==> src/hw/rtl/barycentric_clamp_renormalize_assert.svh <==
// Assertion macros for the barycentric clamp and renormalize block.
// Expects clk_i and rst_ni in the scope of each use.
`ifndef BARYCENTRIC_CLAMP_RENORMALIZE_ASSERT_SVH
`define BARYCENTRIC_CLAMP_RENORMALIZE_ASSERT_SVH

`ifndef ASSERT_OFF
`define BCR_ASSERT(lbl, prop, msg) \
  lbl: assert property (@(posedge clk_i) disable iff (!rst_ni) (prop)) else $error(msg);
`define BCR_ASSERT_IMP(lbl, ante, cons, msg) \
  lbl: assert property (@(posedge clk_i) disable iff (!rst_ni) (ante) |-> (cons)) \
    else $error(msg);
`else
`define BCR_ASSERT(lbl, prop, msg)
`define BCR_ASSERT_IMP(lbl, ante, cons, msg)
`endif

`endif

==> src/hw/rtl/bcr_pkg.sv <==
// Shared constants, types and stage payloads of the barycentric clamp block.
// No dependencies.
package bcr_pkg;

  localparam int FRAC_BITS  = 16;
  localparam int IN_W       = 20;
  localparam int OUT_W      = 17;
  localparam int EPS_W      = 15;
  localparam int WIDE_W     = IN_W + 2;
  localparam int VAL_W      = FRAC_BITS + 1;
  localparam int DIFF_W     = VAL_W + 3;
  localparam int SUM_W      = VAL_W + 2;
  localparam int DATA_W     = 32;
  localparam int ADDR_W     = 3;
  localparam int DIV_SPS    = 4;
  localparam int DIV_STAGES = (FRAC_BITS + DIV_SPS - 1) / DIV_SPS;
  localparam int ONE_INT    = 1 << FRAC_BITS;

  localparam logic [EPS_W-1:0] EPS_MAX   = EPS_W'(ONE_INT / 3);
  localparam logic [EPS_W-1:0] EPS_MIN   = EPS_W'(1);
  localparam logic [EPS_W-1:0] EPS_RESET = EPS_W'(66);

  typedef enum logic [0:0] {
    REG_EPS
  } reg_e;

  typedef enum logic [1:0] {
    SLOT_MIN,
    SLOT_MID,
    SLOT_MAX
  } slot_e;

  typedef logic signed [WIDE_W-1:0] wide_t;
  typedef logic [VAL_W-1:0]         val_t;

  typedef struct packed {
    slot_e alpha;
    slot_e beta;
    slot_e gamma;
  } rank_t;

  typedef struct packed {
    wide_t v_alpha;
    wide_t v_beta;
    wide_t v_gamma;
    rank_t rank;
  } sorted_t;

  typedef struct packed {
    val_t  v_min;
    val_t  v_mid;
    val_t  v_max;
    val_t  sum;
    rank_t rank;
  } norm_t;

endpackage

==> src/hw/rtl/barycentric_clamp_renormalize.sv <==
// Channel      Handshake                         Payload
// in           in_valid_i / in_ready_o           alpha_in_i, beta_in_i
// out          out_valid_o / out_ready_i         alpha_out_o, beta_out_o, gamma_out_o
// config       psel, penable, pwrite / pready    paddr, pwdata, prdata
// One item enters per cycle while the output is not stalled; there are two ranking stages, four clamp and
// sum stages, and four divider stages of four quotient bits each in three lanes.
// Every stage advances when it is empty or its successor advances, so a stall at the
// output fills the bubbles before input ready drops.
// Reset clears all valid bits and sets eps to 66.
// Top level; depends on bcr_pkg, bcr_cfg, bcr_sort, bcr_clamp, bcr_div.
`include "barycentric_clamp_renormalize_assert.svh"
module barycentric_clamp_renormalize import bcr_pkg::*; (
  input  logic                   clk_i,
  input  logic                   rst_ni,
  input  logic                   psel,
  input  logic                   penable,
  input  logic                   pwrite,
  input  logic [ADDR_W-1:0]      paddr,
  input  logic [DATA_W-1:0]      pwdata,
  output logic [DATA_W-1:0]      prdata,
  output logic                   pready,
  input  logic                   in_valid_i,
  output logic                   in_ready_o,
  input  logic signed [IN_W-1:0] alpha_in_i,
  input  logic signed [IN_W-1:0] beta_in_i,
  output logic                   out_valid_o,
  input  logic                   out_ready_i,
  output logic [OUT_W-1:0]       alpha_out_o,
  output logic [OUT_W-1:0]       beta_out_o,
  output logic [OUT_W-1:0]       gamma_out_o
);

  logic [EPS_W-1:0] eps;
  sorted_t          sorted;
  logic             sorted_valid, sorted_ready;
  norm_t            norm;
  logic             norm_valid, norm_ready;
  logic [OUT_W+1:0] out_sum;
  logic             sum_ok;

  bcr_cfg u_cfg (
    .clk_i   (clk_i),
    .rst_ni  (rst_ni),
    .psel    (psel),
    .penable (penable),
    .pwrite  (pwrite),
    .paddr   (paddr),
    .pwdata  (pwdata),
    .prdata  (prdata),
    .pready  (pready),
    .eps_o   (eps)
  );

  bcr_sort u_sort (
    .clk_i       (clk_i),
    .rst_ni      (rst_ni),
    .in_valid_i  (in_valid_i),
    .in_ready_o  (in_ready_o),
    .alpha_in_i  (alpha_in_i),
    .beta_in_i   (beta_in_i),
    .out_valid_o (sorted_valid),
    .out_ready_i (sorted_ready),
    .out_o       (sorted)
  );

  bcr_clamp u_clamp (
    .clk_i       (clk_i),
    .rst_ni      (rst_ni),
    .eps_i       (eps),
    .in_valid_i  (sorted_valid),
    .in_ready_o  (sorted_ready),
    .in_i        (sorted),
    .out_valid_o (norm_valid),
    .out_ready_i (norm_ready),
    .out_o       (norm)
  );

  bcr_div u_div (
    .clk_i       (clk_i),
    .rst_ni      (rst_ni),
    .in_valid_i  (norm_valid),
    .in_ready_o  (norm_ready),
    .in_i        (norm),
    .out_valid_o (out_valid_o),
    .out_ready_i (out_ready_i),
    .alpha_out_o (alpha_out_o),
    .beta_out_o  (beta_out_o),
    .gamma_out_o (gamma_out_o)
  );

  assign out_sum = (OUT_W+2)'(alpha_out_o) + (OUT_W+2)'(beta_out_o) + (OUT_W+2)'(gamma_out_o);
  assign sum_ok  = (out_sum <= (OUT_W+2)'(ONE_INT)) && (out_sum + 2 >= (OUT_W+2)'(ONE_INT));

  `BCR_ASSERT_IMP(a_out_sum, out_valid_o, sum_ok, "output coordinates do not sum to one")
  `BCR_ASSERT(a_eps_range, (eps >= EPS_MIN) && (eps <= EPS_MAX), "working eps out of range")

endmodule

==> src/hw/rtl/bcr_cfg.sv <==
// Configuration register file: eps register and its saturated working value.
// Depends on bcr_pkg.
module bcr_cfg import bcr_pkg::*; (
  input  logic              clk_i,
  input  logic              rst_ni,
  input  logic              psel,
  input  logic              penable,
  input  logic              pwrite,
  input  logic [ADDR_W-1:0] paddr,
  input  logic [DATA_W-1:0] pwdata,
  output logic [DATA_W-1:0] prdata,
  output logic              pready,
  output logic [EPS_W-1:0]  eps_o
);

  logic [EPS_W-1:0] eps_q, eps_d;
  logic [EPS_W-1:0] eps_eff_q, eps_eff_d;
  logic             wr_en;

  assign pready = 1'b1;
  assign wr_en  = psel & penable & pwrite & (paddr[ADDR_W-1:2] == REG_EPS);
  assign eps_d  = pwdata[EPS_W-1:0];
  assign eps_o  = eps_eff_q;

  always_comb begin
    if (eps_d == '0) begin
      eps_eff_d = EPS_MIN;
    end else if (32'(eps_d) > ONE_INT / 3) begin
      eps_eff_d = EPS_MAX;
    end else begin
      eps_eff_d = eps_d;
    end
  end

  always_comb begin
    case (paddr[ADDR_W-1:2])
      REG_EPS: begin
        prdata = DATA_W'(eps_q);
      end
      default: begin
        prdata = '0;
      end
    endcase
  end

  always_ff @(posedge clk_i or negedge rst_ni) begin
    if (!rst_ni) begin
      eps_q     <= EPS_RESET;
      eps_eff_q <= EPS_RESET;
    end else if (wr_en) begin
      eps_q     <= eps_d;
      eps_eff_q <= eps_eff_d;
    end
  end

endmodule

==> src/hw/rtl/bcr_sort.sv <==
// Front stages: form gamma, then rank the three coordinates with stable ties.
// Depends on bcr_pkg and the assertion macro header.
`include "barycentric_clamp_renormalize_assert.svh"
module bcr_sort import bcr_pkg::*; (
  input  logic                   clk_i,
  input  logic                   rst_ni,
  input  logic                   in_valid_i,
  output logic                   in_ready_o,
  input  logic signed [IN_W-1:0] alpha_in_i,
  input  logic signed [IN_W-1:0] beta_in_i,
  output logic                   out_valid_o,
  input  logic                   out_ready_i,
  output sorted_t                out_o
);

  logic [1:0] vld_q;
  logic [2:0] rdy;
  wide_t      a_q, a_d, b_q, b_d, g_q, g_d;
  sorted_t    s_q, s_d;
  logic       lt_ba, lt_ga, lt_gb;
  logic       rank_ok;

  always_comb begin
    rdy[2] = out_ready_i;
    rdy[1] = !vld_q[1] || rdy[2];
    rdy[0] = !vld_q[0] || rdy[1];
  end

  assign in_ready_o  = rdy[0];
  assign out_valid_o = vld_q[1];
  assign out_o       = s_q;

  always_comb begin
    a_d = wide_t'(alpha_in_i);
    b_d = wide_t'(beta_in_i);
    g_d = wide_t'(ONE_INT) - a_d - b_d;
  end

  always_comb begin
    lt_ba          = b_q < a_q;
    lt_ga          = g_q < a_q;
    lt_gb          = g_q < b_q;
    s_d.v_alpha    = a_q;
    s_d.v_beta     = b_q;
    s_d.v_gamma    = g_q;
    s_d.rank.alpha = slot_e'(2'(lt_ba) + 2'(lt_ga));
    s_d.rank.beta  = slot_e'(2'(!lt_ba) + 2'(lt_gb));
    s_d.rank.gamma = slot_e'(2'(!lt_ga) + 2'(!lt_gb));
  end

  always_ff @(posedge clk_i or negedge rst_ni) begin
    if (!rst_ni) begin
      vld_q <= '0;
    end else begin
      if (rdy[0]) begin
        vld_q[0] <= in_valid_i;
      end
      if (rdy[1]) begin
        vld_q[1] <= vld_q[0];
      end
    end
  end

  always_ff @(posedge clk_i) begin
    if (rdy[0] && in_valid_i) begin
      a_q <= a_d;
      b_q <= b_d;
      g_q <= g_d;
    end
    if (rdy[1] && vld_q[0]) begin
      s_q <= s_d;
    end
  end

  assign rank_ok = (s_q.rank.alpha != s_q.rank.beta) && (s_q.rank.alpha != s_q.rank.gamma)
                && (s_q.rank.beta != s_q.rank.gamma);

  `BCR_ASSERT_IMP(a_rank_perm, vld_q[1], rank_ok, "ranks do not form a permutation")

endmodule

==> src/hw/rtl/bcr_clamp.sv <==
// Middle stages: clamp smallest and largest, rebalance the middle, form the sum.
// Depends on bcr_pkg and the assertion macro header.
`include "barycentric_clamp_renormalize_assert.svh"
module bcr_clamp import bcr_pkg::*; (
  input  logic             clk_i,
  input  logic             rst_ni,
  input  logic [EPS_W-1:0] eps_i,
  input  logic             in_valid_i,
  output logic             in_ready_o,
  input  sorted_t          in_i,
  output logic             out_valid_o,
  input  logic             out_ready_i,
  output norm_t            out_o
);

  typedef logic signed [DIFF_W-1:0] diff_t;

  logic [3:0] vld_q;
  logic [4:0] rdy;

  wide_t e_w, ome_w, mn, mx, c_min, c_max;
  val_t  v0_q, v0_d, v2_q, v2_d;
  rank_t rk3_q, rk4_q, rk5_q;

  diff_t e_s, ome_s;
  diff_t m0_q, m0_d, m1_q, m1_d, m2_q, m2_d, cand0_q, cand0_d, cand2_q, cand2_d;
  logic  lo_q, lo_d, hi_q, hi_d;

  diff_t r0, r1, r2;
  val_t  n0_q, n0_d, n1_q, n1_d, n2_q, n2_d;

  logic [SUM_W-1:0] sum_full;
  norm_t            o_q, o_d;
  logic             norm_ok;

  function automatic wide_t pick_v(sorted_t s, slot_e k);
    if (s.rank.alpha == k) begin
      return s.v_alpha;
    end else if (s.rank.beta == k) begin
      return s.v_beta;
    end
    return s.v_gamma;
  endfunction

  always_comb begin
    rdy[4] = out_ready_i;
    for (int k = 3; k >= 0; k--) begin
      rdy[k] = !vld_q[k] || rdy[k+1];
    end
  end

  assign in_ready_o  = rdy[0];
  assign out_valid_o = vld_q[3];
  assign out_o       = o_q;

  // clamp smallest up and largest down
  always_comb begin
    e_w   = wide_t'(eps_i);
    ome_w = wide_t'(ONE_INT) - e_w;
    mn    = pick_v(in_i, SLOT_MIN);
    mx    = pick_v(in_i, SLOT_MAX);
    c_min = (mn < e_w) ? e_w : mn;
    c_max = (mx > ome_w) ? ome_w : mx;
    v0_d  = c_min[VAL_W-1:0];
    v2_d  = c_max[VAL_W-1:0];
  end

  // middle remainder and the candidates for rebalancing
  always_comb begin
    e_s     = diff_t'(eps_i);
    ome_s   = diff_t'(ONE_INT) - e_s;
    m0_d    = diff_t'(v0_q);
    m2_d    = diff_t'(v2_q);
    m1_d    = diff_t'(ONE_INT) - m0_d - m2_d;
    lo_d    = m1_d < e_s;
    hi_d    = m1_d > ome_s;
    cand2_d = diff_t'(ONE_INT) - m0_d - e_s;
    cand0_d = m0_d + m0_d + m2_d - e_s;
  end

  always_comb begin
    r0 = m0_q;
    r1 = m1_q;
    r2 = m2_q;
    if (lo_q) begin
      r1 = e_s;
      r2 = (cand2_q < e_s) ? e_s : cand2_q;
    end else if (hi_q) begin
      r1 = ome_s;
      r0 = (cand0_q < e_s) ? e_s : cand0_q;
    end
    n0_d = r0[VAL_W-1:0];
    n1_d = r1[VAL_W-1:0];
    n2_d = r2[VAL_W-1:0];
  end

  always_comb begin
    sum_full   = SUM_W'(n0_q) + SUM_W'(n1_q) + SUM_W'(n2_q);
    o_d.v_min  = n0_q;
    o_d.v_mid  = n1_q;
    o_d.v_max  = n2_q;
    o_d.sum    = sum_full[VAL_W-1:0];
    o_d.rank   = rk5_q;
  end

  always_ff @(posedge clk_i or negedge rst_ni) begin
    if (!rst_ni) begin
      vld_q <= '0;
    end else begin
      if (rdy[0]) begin
        vld_q[0] <= in_valid_i;
      end
      for (int k = 1; k < 4; k++) begin
        if (rdy[k]) begin
          vld_q[k] <= vld_q[k-1];
        end
      end
    end
  end

  always_ff @(posedge clk_i) begin
    if (rdy[0] && in_valid_i) begin
      v0_q  <= v0_d;
      v2_q  <= v2_d;
      rk3_q <= in_i.rank;
    end
    if (rdy[1] && vld_q[0]) begin
      m0_q    <= m0_d;
      m1_q    <= m1_d;
      m2_q    <= m2_d;
      cand0_q <= cand0_d;
      cand2_q <= cand2_d;
      lo_q    <= lo_d;
      hi_q    <= hi_d;
      rk4_q   <= rk3_q;
    end
    if (rdy[2] && vld_q[1]) begin
      n0_q  <= n0_d;
      n1_q  <= n1_d;
      n2_q  <= n2_d;
      rk5_q <= rk4_q;
    end
    if (rdy[3] && vld_q[2]) begin
      o_q <= o_d;
    end
  end

  assign norm_ok = (o_q.v_min != '0) && (o_q.v_mid != '0) && (o_q.v_max != '0)
                && (o_q.sum <= val_t'(ONE_INT)) && (o_q.v_max < o_q.sum);

  `BCR_ASSERT_IMP(a_norm_bounds, vld_q[3], norm_ok, "normalized values out of bounds")

endmodule

==> src/hw/rtl/bcr_div.sv <==
// Pipelined restoring divider, three lanes, then reorder to alpha, beta, gamma.
// Depends on bcr_pkg and the assertion macro header.
`include "barycentric_clamp_renormalize_assert.svh"
module bcr_div import bcr_pkg::*; (
  input  logic             clk_i,
  input  logic             rst_ni,
  input  logic             in_valid_i,
  output logic             in_ready_o,
  input  norm_t            in_i,
  output logic             out_valid_o,
  input  logic             out_ready_i,
  output logic [OUT_W-1:0] alpha_out_o,
  output logic [OUT_W-1:0] beta_out_o,
  output logic [OUT_W-1:0] gamma_out_o
);

  typedef struct packed {
    val_t                 rem;
    logic [FRAC_BITS-1:0] quo;
  } divst_t;

  localparam int Last = DIV_STAGES - 1;

  logic [DIV_STAGES-1:0] vld_q, vin;
  logic [DIV_STAGES:0]   rdy;
  divst_t st_in [DIV_STAGES][3];
  divst_t st_d  [DIV_STAGES][3];
  divst_t st_q  [DIV_STAGES][3];
  val_t   dv_in [DIV_STAGES];
  val_t   dv_q  [DIV_STAGES];
  rank_t  rk_in [DIV_STAGES];
  rank_t  rk_q  [DIV_STAGES];
  logic   rem_ok;

  function automatic divst_t div_chunk(divst_t st, val_t d, int stage);
    logic [VAL_W:0] t;
    divst_t         res;
    res = st;
    for (int i = 0; i < DIV_SPS; i++) begin
      if (stage * DIV_SPS + i < FRAC_BITS) begin
        t = {res.rem, 1'b0};
        if (t >= {1'b0, d}) begin
          t       = t - {1'b0, d};
          res.quo = {res.quo[FRAC_BITS-2:0], 1'b1};
        end else begin
          res.quo = {res.quo[FRAC_BITS-2:0], 1'b0};
        end
        res.rem = t[VAL_W-1:0];
      end
    end
    return res;
  endfunction

  function automatic logic [FRAC_BITS-1:0] pick_q(slot_e k, logic [FRAC_BITS-1:0] q0,
                                                  logic [FRAC_BITS-1:0] q1,
                                                  logic [FRAC_BITS-1:0] q2);
    case (k)
      SLOT_MIN: return q0;
      SLOT_MID: return q1;
      SLOT_MAX: return q2;
      default:  return '0;
    endcase
  endfunction

  always_comb begin
    rdy[DIV_STAGES] = out_ready_i;
    for (int k = DIV_STAGES - 1; k >= 0; k--) begin
      rdy[k] = !vld_q[k] || rdy[k+1];
    end
  end

  assign in_ready_o  = rdy[0];
  assign out_valid_o = vld_q[Last];

  always_comb begin
    vin[0]      = in_valid_i;
    st_in[0][0] = '{rem: in_i.v_min, quo: '0};
    st_in[0][1] = '{rem: in_i.v_mid, quo: '0};
    st_in[0][2] = '{rem: in_i.v_max, quo: '0};
    dv_in[0]    = in_i.sum;
    rk_in[0]    = in_i.rank;
    for (int k = 1; k < DIV_STAGES; k++) begin
      vin[k]   = vld_q[k-1];
      st_in[k] = st_q[k-1];
      dv_in[k] = dv_q[k-1];
      rk_in[k] = rk_q[k-1];
    end
    for (int k = 0; k < DIV_STAGES; k++) begin
      for (int l = 0; l < 3; l++) begin
        st_d[k][l] = div_chunk(st_in[k][l], dv_in[k], k);
      end
    end
  end

  always_ff @(posedge clk_i or negedge rst_ni) begin
    if (!rst_ni) begin
      vld_q <= '0;
    end else begin
      for (int k = 0; k < DIV_STAGES; k++) begin
        if (rdy[k]) begin
          vld_q[k] <= vin[k];
        end
      end
    end
  end

  always_ff @(posedge clk_i) begin
    for (int k = 0; k < DIV_STAGES; k++) begin
      if (rdy[k] && vin[k]) begin
        st_q[k] <= st_d[k];
        dv_q[k] <= dv_in[k];
        rk_q[k] <= rk_in[k];
      end
    end
  end

  assign alpha_out_o = OUT_W'(pick_q(rk_q[Last].alpha, st_q[Last][0].quo, st_q[Last][1].quo,
                                     st_q[Last][2].quo));
  assign beta_out_o  = OUT_W'(pick_q(rk_q[Last].beta, st_q[Last][0].quo, st_q[Last][1].quo,
                                     st_q[Last][2].quo));
  assign gamma_out_o = OUT_W'(pick_q(rk_q[Last].gamma, st_q[Last][0].quo, st_q[Last][1].quo,
                                     st_q[Last][2].quo));

  assign rem_ok = (st_q[0][0].rem < dv_q[0]) && (st_q[0][1].rem < dv_q[0])
               && (st_q[0][2].rem < dv_q[0]);

  `BCR_ASSERT_IMP(a_rem_below_div, vld_q[0], rem_ok, "remainder not below divisor")

endmodule

==> config.mk <==
export PLATFORM = sky130hd
export DESIGN_NAME = barycentric_clamp_renormalize
export DESIGN_NICKNAME = d
export VERILOG_FILES = /design/src/hw/rtl/bcr_pkg.sv /design/src/hw/rtl/barycentric_clamp_renormalize.sv /design/src/hw/rtl/bcr_cfg.sv /design/src/hw/rtl/bcr_sort.sv /design/src/hw/rtl/bcr_clamp.sv /design/src/hw/rtl/bcr_div.sv
export VERILOG_INCLUDE_DIRS = /design/src /design/src/hw/rtl
export SDC_FILE = /design/constraint.sdc
export NUM_CORES = 2
export LEC_CHECK = 0
export BUFFER_PORTS_ARGS = -buffer_cell sky130_fd_sc_hd__buf_2
export CORE_UTILIZATION = 60
export CTS_BUF_LIST = sky130_fd_sc_hd__clkbuf_8
export CTS_CLUSTER_DIAMETER = 80
export DETAILED_ROUTE_END_ITERATION = 7
export PLACE_DENSITY = 0.8
export SYNTH_ARGS = -nofsm -noshare
export SYNTH_HDL_FRONTEND = slang
export SYNTH_HIERARCHICAL = 1
export SYNTH_SLANG_ARGS = --single-unit
==> constraint.sdc <==
create_clock -name clk_i -period 12.3 [get_ports clk_i]
set_clock_uncertainty 0.05 [all_clocks]
set_input_delay 3.69 -clock clk_i [delete_from_list [all_inputs] [get_ports clk_i]]
set_output_delay 3.69 -clock clk_i [all_outputs]
set_load 0.1 [all_outputs]
# ---- Word level (Yosys, flattened, before mapping)
# Memory sizes are Yosys's and may differ from the RTL's.
# Cells that the tools add are included.
dict set report classes {
  shifts 0
  div_mod_pow 0
  addsub 63
  n_eq_ne 8
  n_mux 129
  n_bitwise 4
  mul 0
  n_reduce_logical 39
  magnitude_cmp 58
}
# op count
set op_table {}
lappend op_table {{$mux 17} 55}
lappend op_table {{$ge 18x17->1} 48}
lappend op_table {{$sub 17x17->17} 48}
lappend op_table {{$pmux 16 s3} 3}
lappend op_table {{$mux 22} 6}
lappend op_table {{$mux 15} 5}
lappend op_table {{$lt 20x16->1} 3}
lappend op_table {{$mux 1} 60}
lappend op_table {{$lt 22x20->1} 2}
lappend op_table {{$sub 17x15->18 const A} 2}
lappend op_table {{$add 17x17->17} 2}
lappend op_table {{$gt 22x18->1} 1}
lappend op_table {{$lt 22x16->1} 1}
lappend op_table {{$sub 21x20->22} 1}
lappend op_table {{$sub 18x20->21 const A} 1}
lappend op_table {{$add 20x18->20} 1}
lappend op_table {{$gt 20x18->1} 1}
lappend op_table {{$lt 20x20->1} 1}
lappend op_table {{$sub 20x16->20} 1}
lappend op_table {{$sub 18x16->19} 1}
lappend op_table {{$sub 18x18->19} 1}
lappend op_table {{$add 17x17->18} 1}
lappend op_table {{$sub 17x17->18 const A} 1}
lappend op_table {{$gt 15x15->1 const B} 1}
lappend op_table {{10 further kinds} 54}
dict set report totals {
  register_bits 440
  latchBits 0
  memories 3
  out_inout_bits 86
  mem_bits_rw 488
  elab_cells 355
  romBits 0
  inputBits 82
}
# memory depth word_bits read_ports rd_ports_with_merged_regs write_ports line_no
set memory_table {}
lappend memory_table {u_div.st_q 4 99 4 0 4 bcr_div.sv:28} ;# divst_t st_q [DIV_STAGES][3];
lappend memory_table {u_div.dv_q 4 17 3 0 4 bcr_div.sv:30} ;# val_t dv_q [DIV_STAGES];
lappend memory_table {u_div.rk_q 4 6 4 0 4 bcr_div.sv:32} ;# rank_t rk_q [DIV_STAGES];

# ---- Logic depth before layout (Yosys ltp)
dict set report depth {
  word_depth 12
  ltp_mapped 53
}

# ---- Cells and area by module
# The synthesis kept the hierarchy.
# mod area_per_inst_um2 n_inst seq_area_each_um2 cells_each
set by_module_without_submodules {}
lappend by_module_without_submodules {bcr_div 54278.3 1 10550.1 6476}
lappend by_module_without_submodules {bcr_clamp 16809.9 1 8177.8 1448}
lappend by_module_without_submodules {bcr_sort 7050.5 1 3953.8 548}
lappend by_module_without_submodules {bcr_cfg 1567.8 1 755.7 168}

# ---- Least setup slack after synthesis
# No wires, ideal clock.
dict set report synth_path {
  path_type {register to register}
  start {register u_clamp.o_q, in the netlist u_clamp/out_o[6]}
  end {memory u_div/st_q[0][20] in the netlist's numbering (data pin)}
  t_arrival_ns 11.871
  path_stages_with_launch 47
  path_slack_ns 0.120
  n_path_buf 7
  path_cell_list {edfxtp_1 clkbuf_1 clkbuf_1 clkinv_1 fa_1 a211oi_1 o21ai_0 nand4_1 and2_1 a31o_2 clkbuf_1 clkinv_1 mux2_2 ha_1 and3_1 a221oi_1 o21ai_0 o221ai_1 [11 not listed] o211a_1 inv_1 o22ai_2 clkinv_1 clkbuf_1 mux2_2 ha_1 o21ai_0 a21oi_1 o41ai_1 o21ai_0 or4b_1 a31o_2 a221o_1 a21oi_1 o221ai_1 buf_2 mux2_2}
}
# element line_no
set synth_rtl {}
lappend synth_rtl {{from (decl)} bcr_clamp.sv:33} ;# norm_t o_q, o_d;
lappend synth_rtl {{from (signal assigned)} bcr_clamp.sv:144} ;# o_q <= o_d;
lappend synth_rtl {{to (decl)} bcr_div.sv:28}

==> impl_metrics.toml <==
[status]
status = "finished clean"

[cts]
cts.sinks = 787
clk_latency_ns = 0.91
clk_pin_slew_ns = 0.06
root_buffer = "clkbuf_8"
cts_tree = "yes"
ctsLongestPathBuffers = 3
cts_made_buffers = 140
h-tree-depth = 4

[global_routing]
overflow = 0
grt_pass1_wl_um = 364000
grt_pass1_vias = 66600
track_usage_pct = 34.2
grt_max_degree = 74
antenna_found_initial = 4

[worst_setup_path]
crit_type = "reg2reg"
required_ns = 12.88
crit_arrival_ns = 12.45
startpoint_type = "flop"
slowest_stage = "mux2i_1"
crit_path_frequent_cell = "ha_1"
cp_max_fo = 11
cpPeakStageDelay_ns = 0.74
endpoint_kind = "flop"

[timing]
hold_ws_ns = 0.344
drv_slew = 0
tightestPinTransition_ns = 1.45
timing.final.hold_violations = 0
setup_violations = 0
relSlewSlack_pct = 2.00
rsz0062_at_grt = "no"
fin_crit_sh_pct = 96.5
timing.fmax_mhz = 84.2
tns_ns = 0
min_period_ns = 11.87

[routing]
drc = 0
wl_met3_um = 14900
via_per_inst = 6.37
wirelength_met1_um = 91200
drt-total-wl_um = 237000
num_vias = 68600
ant_nets = 0
dr.first_iter.drc_count = 5482
wl_met2_um = 114000
firstDrtPassIters = 7
wl_per_cell_um = 22.0
highest_layer = "met4"

[synthesis]
avgSynthCellArea_um2 = 9.23
yosys.cell_types.count = 123
ys.flop_type = "edfxtp_1"
synth-seq-cells = 787
netlist_area_um2 = 79700
synth_cells = 8640
synthArstFlopShare_pct = 5.08
synth-edff-count = 747
yosys_warnings = 6
synth_seq_area_share_pct = 29.4

[final_layout]
drive_above_1_share_pct = 12.3
utilization_pct = 65.3
fin_cells = 10800
final_common_cell = "ha_1"
area_delta_synth_final_pct = 7.88
final_nets = 10100
final_cell_mix = "ha_1 (1038), edfxtp_1 (747), a21oi_1 (703), nor2_1 (658), nand2_1 (601)"

[floorplan]
core-area_um2 = 132000
start_util_pct = 60.6
die_area_um2 = 134000
fp.dieW_um = 366
rows = 133
io_pins = 168
die_h_um = 366

[placed_design]
place_hpwl_um = 187000
gp_congestion = 0.993
place_inst = 10500
port_buffers = 127

[min_path]
hold_path_class = "reg2reg"

[job]
cap_violations = 0
[logic make-up after synthesis]
group / share of synthesized area [%]
xor+xnor: 7.17
other cells: 0.0141
fa+ha+maj: 17.5
mux: 8.14
flops: 29.4
compound gates: 19.7
simple gates: 14.3
buf+inv: 3.74
[metal layers]
metal	track usage [%]	vias to the layer above
met3	4.78	758
met2	59.1	2565
met4	23.0	0
met1	39.3	32500
li1	-	32800
met5	0	-
[metrics by stage]
step	setup slack, ns	cell area (µm²)
after floorplan	0.120	79800
after global placement	0.305	83100
after detailed placement	0.0718	83100
after CTS	0.0182	85800
after global routing	0.00256	86000
final	0.427	86000
[critical path, delay by kind of cell (launching register included)]
kind	cells	cell delay [ns]
AOI/OAI and AO/OA	20	4.94
muxes	4	1.89
buffers and inverters	8	1.63
adders and majority gates	4	1.46
and+or+nand+nor	5	1.25
DFF	1	0.40
[timing repair]
item / 4_1_cts / 5_1_grt
hold buffers: 0 / 0
setup endpoints to repair: 0 / 112
gates resized for setup: 0 / 31
buffers inserted: 0 / 8
[path summary, 6_finish.rpt]
kind	from	to	slack (ns)	cells after the start
worst min register to register	u_clamp/rk3_q[0]	u_clamp/rk4_q[0]	0.34	0
max in group asynchronous	rst_ni	u_clamp/vld_q[3]	8.73	1
worst max-delay path	u_clamp/out_o[15]	u_div/st_q[0][18]	0.43	41
min in group asynchronous	rst_ni	u_cfg/eps_o[11]	2.87	1
worst max register to register	u_clamp/out_o[15]	u_div/st_q[0][18]	0.43	41
worst min-delay path	u_clamp/rk3_q[0]	u_clamp/rk4_q[0]	0.34	0
[synth_stat cells (47+ instances only)]
library cell | instances | share of area [%]
nand4_1 | 99 | 0.78
o211ai_1 | 49 | 0.46
inv_1 | 519 | 2.4
fa_1 | 47 | 1.2
edfxtp_1 | 747 | 28
nor2_1 | 659 | 3.1
nand2b_1 | 126 | 0.99
nand3_1 | 152 | 0.95
nor3_1 | 159 | 1.0
or3_1 | 49 | 0.38
a21o_1 | 260 | 2.4
a21oi_1 | 706 | 4.4
and3_1 | 72 | 0.57
and2_1 | 70 | 0.55
a211oi_1 | 69 | 0.65
mux2_2 | 410 | 5.8
nor4_1 | 49 | 0.38
o21ai_0 | 539 | 3.4
o21a_1 | 137 | 1.3
xnor2_1 | 434 | 4.8
nand2_1 | 603 | 2.8
a21boi_0 | 49 | 0.46
mux2i_1 | 171 | 2.1
o21bai_1 | 80 | 0.75
clkbuf_1 | 128 | 0.60
nor2b_1 | 147 | 1.2
a31oi_1 | 84 | 0.66
ha_1 | 1038 | 16
o31ai_1 | 57 | 0.54
xor2_1 | 217 | 2.4
[registers in the layout, summed over array words and instances (netlist names), 22 cells and up]
register and cells:
u_div/st_q 273, u_clamp/out_o 74, u_sort/out_o 68, u_div/dv_q 51
u_div/rk_q 24, u_sort/g_q 22
[layout make-up]
cell class	count	area, µm²
clock buffer	143	1970
tap	1755	2200
multi-input combinational	7131	53600
clock inverter	110	751
inverter	530	2010
fill	10600	45600
antenna	5	12.5
sequential	787	23400
timing repair buffer	315	2050
Power is not shown: default switching activity piles up to over one toggle a cycle in this logic, so the estimate is an artifact.
